### config.mk
export PLATFORM = sky130hd
export DESIGN_NAME = wavetable_sound_ram_channel_step_top
export DESIGN_NICKNAME = d
export VERILOG_FILES = /design/src/wtsnd_pkg.sv /design/src/wavetable_sound_ram_channel_step_top.sv /design/src/wtsnd_ram.sv /design/src/wtsnd_store.sv /design/src/wtsnd_alu.sv
export SDC_FILE = /design/constraint.sdc
export NUM_CORES = 1
export LEC_CHECK = 0
export BUFFER_PORTS_ARGS = -buffer_cell sky130_fd_sc_hd__buf_2
export CORE_UTILIZATION = 50
export DETAILED_ROUTE_END_ITERATION = 6
export MAX_ROUTING_LAYER = met4
export PLACE_DENSITY_LB_ADDON = 0.12
export SETUP_SLACK_MARGIN = 0.5
export SLEW_MARGIN = 20
export SYNTH_ARGS = -nofsm -noshare
export SYNTH_HDL_FRONTEND = slang
export SYNTH_SLANG_ARGS = --single-unit
export TNS_END_PERCENT = 30
### constraint.sdc
create_clock -name clock -period 10.2 [get_ports clock]
set_input_delay 2.04 -clock clock [delete_from_list [all_inputs] [get_ports clock]]
set_output_delay 2.04 -clock clock [all_outputs]
set_load 0.02 [all_outputs]
### src/wtsnd_pkg.sv
// Types and constants of the wavetable sound unit.
`default_nettype none
package wtsnd_pkg;

   localparam int RAM_BYTES = 128;
   localparam int ADDR_W    = $clog2(RAM_BYTES);

   // word kinds on the request channel
   localparam logic [1:0] KIND_DATA_WR = 2'd0;
   localparam logic [1:0] KIND_ADDR_WR = 2'd1;
   localparam logic [1:0] KIND_DATA_RD = 2'd2;
   localparam logic [1:0] KIND_TICK    = 2'd3;

   // byte holding the active channel count in bits 6:4
   localparam logic [ADDR_W-1:0] CH_COUNT_ADDR = 7'h7F;
   localparam logic [2:0]        CH_TOP        = 3'd7;

   // offsets inside one channel block
   localparam logic [2:0] OFS_PHASE0 = 3'd1;
   localparam logic [2:0] OFS_PHASE1 = 3'd3;
   localparam logic [2:0] OFS_PHASE2 = 3'd5;

   localparam logic [7:0] LEN_MASK     = 8'hFC;
   localparam logic [7:0] FREQ_HI_MASK = 8'h03;

   // shared adder and remainder stepping
   localparam int ALU_W     = 16;
   localparam int LEN_W     = 9;
   localparam int DIV_STEPS = 7;
   localparam int DIV_W     = LEN_W + DIV_STEPS - 1;
   localparam logic [ALU_W-1:0] LEN_BASE = 16'd256;

   typedef struct packed {
      logic              re;
      logic              we;
      logic [ADDR_W-1:0] addr;
      logic [7:0]        wdata;
   } mem_req_type;

   typedef struct packed {
      logic [ALU_W-1:0] a;
      logic [ALU_W-1:0] b;
      logic             inv;
      logic             cin;
   } alu_req_type;

endpackage
`default_nettype wire

### src/wavetable_sound_ram_channel_step_top.sv
// Top level of the wavetable sound unit: request sequencer and result register.
//
// Request channel (req_*): one word per access. req_tuser selects the kind:
// data port write, address port write, data port read or channel tick.
// req_tdata carries the byte (address writes: bit 7 auto-increment, 6:0 pointer).
// Result channel (rsp_*): one word for each read and each tick, none for writes.
// Steps of a word: a write is done at accept; a read is accepted, then output; a tick
// is accepted, fetches the 8 block bytes, takes 7 remainder steps of the shared adder,
// does 3 phase write-backs, fetches 1 wave sample and then outputs its word. The
// single RAM port and the shared adder set this sequence; one word is in work at a time.
// The result register sits between the sequencer and rsp_*, so a new request is
// taken while a result still waits; a stalled result holds its word, and the
// sequencer only waits at its last step if the register is still full.
// Reset (synchronous, active high) clears the pointer, the channel counter and the
// result valid, and sets the lowest active channel to 7; the 128 RAM bytes read as
// zero until written, through one valid bit per byte, so no clearing pass is needed.
`default_nettype none
module wavetable_sound_ram_channel_step_top (
   input  wire logic        clock,
   input  wire logic        reset,
   input  wire logic        req_tvalid,
   output logic             req_tready,
   input  wire logic [7:0]  req_tdata,   // [7:0] data
   input  wire logic [1:0]  req_tuser,   // [1:0] kind
   output logic             rsp_tvalid,
   input  wire logic        rsp_tready,
   output logic [23:0]      rsp_tdata,   // [7:0] read_byte, [10:8] channel, [18:11] level
   output logic             rsp_tuser    // [0] is_sample
);
   // sequencer states
   localparam logic [3:0] ST_IDLE  = 4'd0;
   localparam logic [3:0] ST_READ  = 4'd1;
   localparam logic [3:0] ST_FETCH = 4'd2;
   localparam logic [3:0] ST_DIV   = 4'd3;
   localparam logic [3:0] ST_WR1   = 4'd4;
   localparam logic [3:0] ST_WR3   = 4'd5;
   localparam logic [3:0] ST_WR5   = 4'd6;
   localparam logic [3:0] ST_WAVE  = 4'd7;
   localparam logic [3:0] ST_OUT   = 4'd8;

   localparam int AW = wtsnd_pkg::ADDR_W;

   logic [3:0]  state_ff, state_in;
   logic [3:0]  cnt_ff, cnt_in;
   logic [AW-1:0] ptr_ff, ptr_in;
   logic        auto_ff, auto_in;
   logic [2:0]  ch_ff, ch_in;
   logic [2:0]  lowest_ff, lowest_in;
   logic [7:0]  fa_ff, fa_in;
   logic [7:0]  s0_ff, s0_in;
   logic [7:0]  s1_ff, s1_in;
   logic        carry_ff, carry_in;
   logic [wtsnd_pkg::LEN_W-1:0] rem_ff, rem_in;
   logic [wtsnd_pkg::DIV_W-1:0] div_ff, div_in;
   logic [7:0]  off_ff, off_in;
   logic [3:0]  vol_ff, vol_in;
   logic [7:0]  idx_ff, idx_in;
   logic        rsp_tvalid_ff, rsp_tvalid_in;
   logic [23:0] rsp_tdata_ff, rsp_tdata_in;
   logic        rsp_tuser_ff, rsp_tuser_in;

   wtsnd_pkg::mem_req_type mem_req;
   wtsnd_pkg::alu_req_type alu_req;
   logic [7:0]              rdata;
   logic [wtsnd_pkg::ALU_W:0] alu_sum;

   logic        out_free;
   logic [2:0]  ch_dec;
   logic [2:0]  ch_next;
   logic [3:0]  nib;
   logic signed [3:0] smp;
   logic signed [8:0] prod;
   logic [wtsnd_pkg::LEN_W-1:0] len;

   wtsnd_store u_store (
      .clock  (clock),
      .reset  (reset),
      .mem_req(mem_req),
      .rdata  (rdata)
   );

   wtsnd_alu u_alu (
      .alu_req(alu_req),
      .sum    (alu_sum)
   );

   assign req_tready = (state_ff == ST_IDLE);
   assign out_free   = !rsp_tvalid_ff || rsp_tready;

   // next channel: count down, wrap from the lowest active one back to 7
   assign ch_dec  = ch_ff - 3'd1;
   assign ch_next = (ch_dec < lowest_ff) ? wtsnd_pkg::CH_TOP : ch_dec;

   // sample nibble minus 8 is the nibble with its top bit flipped
   assign nib  = idx_ff[0] ? rdata[7:4] : rdata[3:0];
   assign smp  = {~nib[3], nib[2:0]};
   assign prod = smp * $signed({1'b0, vol_ff});
   assign len  = alu_sum[wtsnd_pkg::LEN_W-1:0];

   always_comb begin
      state_in      = state_ff;
      cnt_in        = cnt_ff;
      ptr_in        = ptr_ff;
      auto_in       = auto_ff;
      ch_in         = ch_ff;
      lowest_in     = lowest_ff;
      fa_in         = fa_ff;
      s0_in         = s0_ff;
      s1_in         = s1_ff;
      carry_in      = carry_ff;
      rem_in        = rem_ff;
      div_in        = div_ff;
      off_in        = off_ff;
      vol_in        = vol_ff;
      idx_in        = idx_ff;
      rsp_tvalid_in = rsp_tvalid_ff && !rsp_tready;
      rsp_tdata_in  = rsp_tdata_ff;
      rsp_tuser_in  = rsp_tuser_ff;
      mem_req       = '0;
      alu_req       = '0;

      unique case (state_ff)
         ST_IDLE: begin
            if (req_tvalid) begin
               unique case (req_tuser)
                  wtsnd_pkg::KIND_DATA_WR: begin
                     mem_req.we    = 1'b1;
                     mem_req.addr  = ptr_ff;
                     mem_req.wdata = req_tdata;
                     ptr_in        = ptr_ff + {{(AW-1){1'b0}}, auto_ff};
                     // only this byte holds the count; 7 - n is ~n on 3 bits
                     if (ptr_ff == wtsnd_pkg::CH_COUNT_ADDR) begin
                        lowest_in = ~req_tdata[6:4];
                     end
                  end
                  wtsnd_pkg::KIND_ADDR_WR: begin
                     ptr_in  = req_tdata[AW-1:0];
                     auto_in = req_tdata[7];
                  end
                  wtsnd_pkg::KIND_DATA_RD: begin
                     mem_req.re   = 1'b1;
                     mem_req.addr = ptr_ff;
                     ptr_in       = ptr_ff + {{(AW-1){1'b0}}, auto_ff};
                     state_in     = ST_READ;
                  end
                  wtsnd_pkg::KIND_TICK: begin
                     ch_in    = ch_next;
                     cnt_in   = '0;
                     state_in = ST_FETCH;
                  end
                  default: begin
                  end
               endcase
            end
         end

         ST_READ: begin
            if (out_free) begin
               rsp_tvalid_in = 1'b1;
               rsp_tdata_in  = {16'h0000, rdata};
               rsp_tuser_in  = 1'b0;
               state_in      = ST_IDLE;
            end
         end

         ST_FETCH: begin
            // read block byte cnt, handle byte cnt-1 that arrives now
            mem_req.re   = !cnt_ff[3];
            mem_req.addr = {1'b1, ch_ff, cnt_ff[2:0]};
            cnt_in       = cnt_ff + 4'd1;
            unique case (cnt_ff)
               4'd1, 4'd3: fa_in = rdata;   // frequency low and middle
               4'd2: begin
                  alu_req.a = {8'h00, rdata};
                  alu_req.b = {8'h00, fa_ff};
                  s0_in     = alu_sum[7:0];
                  carry_in  = alu_sum[8];
               end
               4'd4: begin
                  alu_req.a   = {8'h00, rdata};
                  alu_req.b   = {8'h00, fa_ff};
                  alu_req.cin = carry_ff;
                  s1_in       = alu_sum[7:0];
                  carry_in    = alu_sum[8];
               end
               4'd5: begin
                  // length = 256 - (byte & 0xFC); divisor starts at length << 6
                  fa_in       = rdata & wtsnd_pkg::FREQ_HI_MASK;
                  alu_req.a   = wtsnd_pkg::LEN_BASE;
                  alu_req.b   = {8'h00, rdata & wtsnd_pkg::LEN_MASK};
                  alu_req.inv = 1'b1;
                  alu_req.cin = 1'b1;
                  div_in      = {len, {(wtsnd_pkg::DIV_STEPS-1){1'b0}}};
               end
               4'd6: begin
                  alu_req.a   = {8'h00, rdata};
                  alu_req.b   = {8'h00, fa_ff};
                  alu_req.cin = carry_ff;
                  rem_in      = alu_sum[wtsnd_pkg::LEN_W-1:0];
               end
               4'd7: off_in = rdata;
               4'd8: begin
                  vol_in   = rdata[3:0];
                  cnt_in   = '0;
                  state_in = ST_DIV;
               end
               default: begin
               end
            endcase
         end

         ST_DIV: begin
            // restoring remainder of the phase top bits by the length
            alu_req.a   = {{(wtsnd_pkg::ALU_W-wtsnd_pkg::LEN_W){1'b0}}, rem_ff};
            alu_req.b   = {{(wtsnd_pkg::ALU_W-wtsnd_pkg::DIV_W){1'b0}}, div_ff};
            alu_req.inv = 1'b1;
            alu_req.cin = 1'b1;
            if (alu_sum[wtsnd_pkg::ALU_W]) begin
               rem_in = alu_sum[wtsnd_pkg::LEN_W-1:0];
            end
            div_in = div_ff >> 1;
            cnt_in = cnt_ff + 4'd1;
            if (cnt_ff == 4'(wtsnd_pkg::DIV_STEPS - 1)) begin
               state_in = ST_WR1;
            end
         end

         ST_WR1: begin
            mem_req.we    = 1'b1;
            mem_req.addr  = {1'b1, ch_ff, wtsnd_pkg::OFS_PHASE0};
            mem_req.wdata = s0_ff;
            // wave index = phase sample + offset, mod 256
            alu_req.a     = {8'h00, rem_ff[7:0]};
            alu_req.b     = {8'h00, off_ff};
            idx_in        = alu_sum[7:0];
            state_in      = ST_WR3;
         end

         ST_WR3: begin
            mem_req.we    = 1'b1;
            mem_req.addr  = {1'b1, ch_ff, wtsnd_pkg::OFS_PHASE1};
            mem_req.wdata = s1_ff;
            state_in      = ST_WR5;
         end

         ST_WR5: begin
            mem_req.we    = 1'b1;
            mem_req.addr  = {1'b1, ch_ff, wtsnd_pkg::OFS_PHASE2};
            mem_req.wdata = rem_ff[7:0];
            state_in      = ST_WAVE;
         end

         ST_WAVE: begin
            mem_req.re   = 1'b1;
            mem_req.addr = idx_ff[7:1];
            state_in     = ST_OUT;
         end

         ST_OUT: begin
            if (out_free) begin
               rsp_tvalid_in = 1'b1;
               rsp_tdata_in  = {5'b00000, prod[7:0], ch_ff, 8'h00};
               rsp_tuser_in  = 1'b1;
               state_in      = ST_IDLE;
            end
         end

         default: state_in = ST_IDLE;
      endcase
   end

   always_ff @(posedge clock) begin
      if (reset) begin
         state_ff      <= ST_IDLE;
         cnt_ff        <= '0;
         ptr_ff        <= '0;
         auto_ff       <= 1'b0;
         ch_ff         <= 3'd0;
         lowest_ff     <= wtsnd_pkg::CH_TOP;
         rsp_tvalid_ff <= 1'b0;
      end else begin
         state_ff      <= state_in;
         cnt_ff        <= cnt_in;
         ptr_ff        <= ptr_in;
         auto_ff       <= auto_in;
         ch_ff         <= ch_in;
         lowest_ff     <= lowest_in;
         rsp_tvalid_ff <= rsp_tvalid_in;
      end
   end

   always_ff @(posedge clock) begin
      fa_ff        <= fa_in;
      s0_ff        <= s0_in;
      s1_ff        <= s1_in;
      carry_ff     <= carry_in;
      rem_ff       <= rem_in;
      div_ff       <= div_in;
      off_ff       <= off_in;
      vol_ff       <= vol_in;
      idx_ff       <= idx_in;
      rsp_tdata_ff <= rsp_tdata_in;
      rsp_tuser_ff <= rsp_tuser_in;
   end

   assign rsp_tvalid = rsp_tvalid_ff;
   assign rsp_tdata  = rsp_tdata_ff;
   assign rsp_tuser  = rsp_tuser_ff;
endmodule
`default_nettype wire

### src/wtsnd_ram.sv
// Generic single-port RAM with registered read.
`default_nettype none
module wtsnd_ram #(
   parameter int WIDTH = 8,
   parameter int DEPTH = 128
) (
   input  wire logic                     clock,
   input  wire logic                     we,
   input  wire logic                     re,
   input  wire logic [$clog2(DEPTH)-1:0] addr,
   input  wire logic [WIDTH-1:0]         wdata,
   output logic      [WIDTH-1:0]         rdata
);
   logic [WIDTH-1:0] mem_ff [DEPTH];
   logic [WIDTH-1:0] rdata_ff;

   always_ff @(posedge clock) begin
      if (we) begin
         mem_ff[addr] <= wdata;
      end
      if (re) begin
         rdata_ff <= mem_ff[addr];
      end
   end

   assign rdata = rdata_ff;
endmodule
`default_nettype wire

### src/wtsnd_store.sv
// Sound RAM with per-byte valid bits so that reset reads as all zero.
`default_nettype none
module wtsnd_store (
   input  wire logic                 clock,
   input  wire logic                 reset,
   input  wire wtsnd_pkg::mem_req_type mem_req,
   output logic [7:0]                rdata
);
   logic [wtsnd_pkg::RAM_BYTES-1:0] valid_ff;
   logic [wtsnd_pkg::RAM_BYTES-1:0] valid_in;
   logic                            rvalid_ff;
   logic [7:0]                      ram_rdata;

   wtsnd_ram #(
      .WIDTH(8),
      .DEPTH(wtsnd_pkg::RAM_BYTES)
   ) u_ram (
      .clock(clock),
      .we   (mem_req.we),
      .re   (mem_req.re),
      .addr (mem_req.addr),
      .wdata(mem_req.wdata),
      .rdata(ram_rdata)
   );

   always_comb begin
      valid_in = valid_ff;
      if (mem_req.we) begin
         valid_in[mem_req.addr] = 1'b1;
      end
   end

   always_ff @(posedge clock) begin
      if (reset) begin
         valid_ff  <= '0;
         rvalid_ff <= 1'b0;
      end else begin
         valid_ff <= valid_in;
         if (mem_req.re) begin
            rvalid_ff <= valid_ff[mem_req.addr];
         end
      end
   end

   // a byte never written since reset reads as zero
   assign rdata = rvalid_ff ? ram_rdata : 8'h00;
endmodule
`default_nettype wire

### src/wtsnd_alu.sv
// Shared add/subtract unit used for phase add, length, remainder steps and wave index.
`default_nettype none
module wtsnd_alu (
   input  wire wtsnd_pkg::alu_req_type alu_req,
   output logic [wtsnd_pkg::ALU_W:0]   sum
);
   logic [wtsnd_pkg::ALU_W-1:0] b_eff;

   always_comb begin
      b_eff = alu_req.inv ? ~alu_req.b : alu_req.b;
      sum   = {1'b0, alu_req.a} + {1'b0, b_eff}
            + {{wtsnd_pkg::ALU_W{1'b0}}, alu_req.cin};
   end
endmodule
`default_nettype wire

# Yosys cells after proc, flatten, opt, wreduce, memory -nomap -nowiden
# Memories as Yosys holds them, arrays and structs flattened. A register that Yosys moved wholly into a read port is not among the register bits.
# Cells that the tools add are included.
# op_classes
n_addsub,5
n_mul,1
n_lt_le_gt_ge,3
n_eq_ne,31
muxes,49
bitwise,4
reduce_logical,35
# ops
op,count
$or 128x128->128,1
$pmux 32 s3,1
$pmux 25 s2,1
$mux 24,2
$pmux 24 s2,1
$pmux 7 s6,1
$eq 4x3->1 const B,8
$mux 4,8
$pmux 4 s8,1
$pmux 8 s4,1
$pmux 15 s2,1
$mux 9,2
$pmux 9 s2,1
$reduce_and 3->1,6
$add 16x16->17,1
$add 17x1->17,1
$mux 17,1
$eq 4x2->1 const B,4
$mux 16,1
$mux 8,2
$not 16->16,1
$pmux 8 s2,1
$mux 15,1
$pmux 7 s2,1
39 further kinds,79
# totals
ff_bits,246
ram_bits,1024
in_bits,14
out_inout_bits,27
wordCells,149
mem_count,1
# mem_list
memory,depth,word_bits,rd,rd_clocked_by_memory_dff,write_ports,line,source
u_store.u_ram.mem_ff,128,8,1,1,1,wtsnd_ram.sv:14,logic [WIDTH-1:0] mem_ff [DEPTH];

# Depth between registers and ports, before layout
# logic_depth
depth_word,10
depth_mapped,20
mapped_depth_nobuf,18

# By module
# From an unflattened synthesis, not the netlist that was laid out.
# hier_totals
hier_cells,3688
area_unflattened_um2,52510.4
# by_module_without_submodules
mod,n_inst,cells_per_inst,area_each_um2,seq_area_each_um2
wtsnd_ram,1,2475,40513.9,30989.7
wavetable_sound_ram_channel_step_top,1,487,5748.0,3133.0
wtsnd_store,1,589,5235.0,2582.5
wtsnd_alu,1,137,1013.5,0.0

# Worst setup path before layout
# No wires, ideal clock.
# synth_timing
path_type,flip-flop to flip-flop
start,register state_ff[0]
end,memory u_store.u_ram.mem_ff[0][0] (data pin)
setup_time_ns,1.197
t_arrival_ns,6.772
required_time_ns,9.003
slack_ns,2.231
path_stages_with_launch,9
n_path_buf,4
period_less_slack_ns,7.969
cell_sequence,dfxtp_1 buf_2 buf_1 clkbuf_1 buf_1 mux2i_1 nor2_1 a21oi_1 o21ai_0
# synth_rtl
item,line,source
start: declaration,wavetable_sound_ram_channel_step_top.sv:43,"logic [3:0] state_ff, state_in;"
start signal: assignment,wavetable_sound_ram_channel_step_top.sv:282,state_ff <= state_in;
end: declaration,wtsnd_ram.sv:14,

# Final worst setup path
# layout_timing
start,register state_ff[3]
end,"register u_store.u_ram.rdata_ff[6], in the netlist u_store.u_ram.rdata[6] (read register of u_store.u_ram.mem_ff) (data pin)"
# layout_via
elab_chain_len,2
word_cells_on_any_way,8
cone_classes,eq/ne: 5; mux: 2; reduce/logical: 1
# layout_rtl
item,line,source
"$eq 4x3->1, or another cell as far along",wavetable_sound_ram_channel_step_top.sv:122,unique case (state_ff)
$pmux 7 s6 or $pmux 1 s3 (tied branches),wavetable_sound_ram_channel_step_top.sv:122,
end: declaration,wtsnd_ram.sv:15,logic [WIDTH-1:0] rdata_ff;
# Parallel ways exist; a longest one is shown, timed or not.
# A chain may end at the register's enable or synchronous reset.

==> results.cfg <==
[route]
first_pass_iters = 6
num_vias = 33790
wl_um = 166000
viasPerCell = 6.69
drtIter0Drc = 5260
ant_nets = 0
drc = 0
avgRoutedWirePerCell_um = 32.9

[synthesis]
synth-main-ff-cell = edfxtp_1
yosys_warnings = 0
synth_edf_count = 1121
synth_cell_types = 102
syn_inst = 3561
synth-async-reset-ratio_pct = 0
yosysSeqAreaShare_pct = 72.2
synthTopCellsByArea = edfxtp_1 (66%), dfxtp_1 (6.0%), nor2_1 (3.4%), mux2i_1 (2.6%), a221oi_1 (2.3%)
syn_avg_cell_area_sq_um = 14.3
synth_top_cell_area_share_pct = 66.2
yosys.area.top_type = edfxtp_1
ys_seq_elements = 1273
syn_area_sq_um = 50800

[timing]
slew_violations = 0
finalSetupViolCount = 0
finalSetupTns_ps = 0
clock_skew_ps = 27.1
layout_setup_ws_ps = 4160
period_minus_slack_ps = 6040
clock.fmax_mhz = 166
finalCritPeriodShare_pct = 59.2
hold_violations = 0
slew_headroom_pct = 19.9
rsz0062_at_grt = no
worst-slew-pin-transition_ps = 1190

[die]
design.portCount = 41
start_util_pct = 50.6
die_w_um = 321
dieArea_sq_um = 103000
core_area_sq_um = 100000
die-height_um = 321
rows = 116

[critical_path]
crit_arrival_ps = 6490
worstPathMaxFanout = 117
reg2reg_slack_ps = 4160
worstSetupPathType = reg2reg
endpoint_kind = flip-flop
path_cells = nand2b_1 > o32a_1 > nand2_8 > buf_12 > a221oi_1 > a311oi_1 > or3_1 > nor4b_1 > nand4_1
critPathRequiredTime_ps = 10650
critPathMaxStageDelay_ps = 970
slowest_stage = dfxtp_1
cp-start-kind = flip-flop

[run]
cap_violations = 0

[power_and_ir_drop]
clkPwrFrac_pct = 40.9
power_frac_seq_pct = 49.1
combPwrFrac_pct = 10.0
powerDensity_nw_per_um2 = 207
ir_drop_uv = 128
p_sw_mw = 2.95
internal-power_mw = 8.77
p_sw_share_pct = 25.2
p_leak_nw = 18.5

[layout]
finish.instance_area_sq_um = 56700
nNetsFinal = 3632
fin_cells = 5049
syn_to_final_growth_pct = 11.6
drive_gt1_share_pct = 11.7

[clocking]
cts-root-buf = clkbuf_16
cts_buffers = 132
clk_latency_ps = 750
cts.htree.levels = 4
cts_tree = yes
clock_sinks = 1273
clockBufferDepth = 3
path_clk_slew_ps = 60
ctsHoldBuffers = 0
cts_setup_buffers = 0
ctsResizeCount = 0

[placed_design]
gp_congestion = 0.970
dpl.cell_count = 4802
io_buffers = 35
dp_hpwl_um = 99400
place_ws_ps = 3640
placed_area_sq_um = 52400

[status]
status = completed

[grt]
grt_max_degree = 151
grt_pass1_wl_um = 236000
antenna_found_initial = 9
grt_usage_pct = 33.2
grt_overflow = 0
first_global_vias = 31920

[min_path]
worstHoldPathType = reg2reg
critical path: cells and delay by family, from the launching register on:
family / cells / cell delay, ps
and+or+nand+nor: 5 / 2920
AOI/OAI and AO/OA: 3 / 1130
DFF: 1 / 970
buffers and inverters: 1 / 490
placed cells by master (no fill, tap or decap), types with 19 or more instances in the layout:
master / count
a22o_1: 38
a21oi_1: 183
mux2i_1: 132
nand3_1: 42
inv_1: 43
a211oi_1: 24
a222oi_1: 59
dfxtp_1: 152
ha_1: 32
o211ai_1: 19
o22ai_1: 42
edfxtp_1: 1121
a221oi_1: 132
a221o_1: 28
nor4_1: 22
a31oi_1: 21
o21ai_0: 70
clkbuf_1: 36
nand2_1: 266
nor2_1: 444
clkbuf_16: 135
buf_4: 80
buf_2: 34
a22oi_1: 65
and3_1: 36
cell families (layout without fill, tap and decap cells):
kind of cell	after synthesis	in the layout	synth area share, %
AOI/OAI and AO/OA	842	842	12.3
xor gates and xnor gates	17	17	0.293
adders and majority gates	39	39	1.06
buffers and inverters	287	407	2.81
DFF	1273	1273	72.2
muxes	146	146	2.95
other	1	12	0.00738
and+or+nand+nor	956	956	8.30
flip-flops by register name, summed over array words and instances, names as in the netlist, 7 cells and up:
name                  cells
u_store.u_ram.mem_ff   1024
off_ff                    8
ptr_ff                    7
s0_ff                     8
u_store.valid_ff        128
s1_ff                     8
u_store.u_ram.rdata       8
rem_ff                    9
idx_ff                    8
rsp_tdata                19
div_ff                   15
fa_ff                     8
cell type report:
type	count	area, sq um
timing repair buffer	121	893
tap	1357	1700
multi-input combinational	2005	13000
antenna	7	17.5
clock buffer	184	3690
inverter	46	178
clock inverter	56	571
fill	7967	43700
sequential	1273	36700
final timing paths:
path	startpoint	to	depth (start not counted)
setup reg to reg	state_ff[3]	u_store.u_ram.rdata[6]	9
hold / removal	lowest_ff[2]	lowest_ff[2]	1
setup / recovery	state_ff[3]	u_store.u_ram.rdata[6]	9
hold reg to reg	lowest_ff[2]	lowest_ff[2]	1
per-layer routing:
metal | vias up | global-route usage [%] | share of wire, % | wire length (um)
li1 | 13880 | - | - | -
met1 | 17070 | 45.0 | 39 | 65000
met2 | 2402 | 47.8 | 44 | 73300
met3 | 438 | 8.03 | 12 | 19700
met4 | 0 | 14.5 | 4.9 | 8060
met5 | - | - | 0 | 0
metrics by stage:
stage	hold WS, ps	power [mW]	utilization [%]
6_report	463	11.7	56.5
5_1_grt	482	12.0	56.5
4_1_cts	466	11.7	56.5
3_5_place_dp	452	7.01	52.2
3_3_place_gp	444	6.99	52.2
2_1_floorplan	430	6.53	-
Yosys cell counts, types with 11 or more instances:
cell type,instances
edfxtp_1,1121
nor2_1,457
nand2_1,269
a21oi_1,183
dfxtp_1,152
a221oi_1,132
mux2i_1,132
buf_2,104
clkbuf_1,80
o21ai_0,78
a22oi_1,66
a222oi_1,59
inv_1,43
nand3_1,42
o22ai_1,42
a22o_1,39
and3_1,36
ha_1,32
a221o_1,28
buf_4,26
a211oi_1,25
nor3_1,25
nor4_1,23
a31oi_1,21
o211ai_1,19
a21o_1,17
and2_1,16
buf_6,16
buf_1,15
a31o_2,12
mux2_2,12
nand2b_1,12
xnor2_1,12
o21ba_2,11
o221ai_1,11
power groups by stage:
stage / Combinational (mW) / Sequential (mW) / Clock (mW)
detailed placement: 1.13 / 5.87 / 0
global placement: 1.12 / 5.87 / 0
finish: 1.17 / 5.76 / 4.79
CTS: 1.14 / 5.76 / 4.81
global route: 1.21 / 5.76 / 5.02
floorplan: 0.650 / 5.88 / 0
Note: power is estimated with default switching activity, not from simulation.
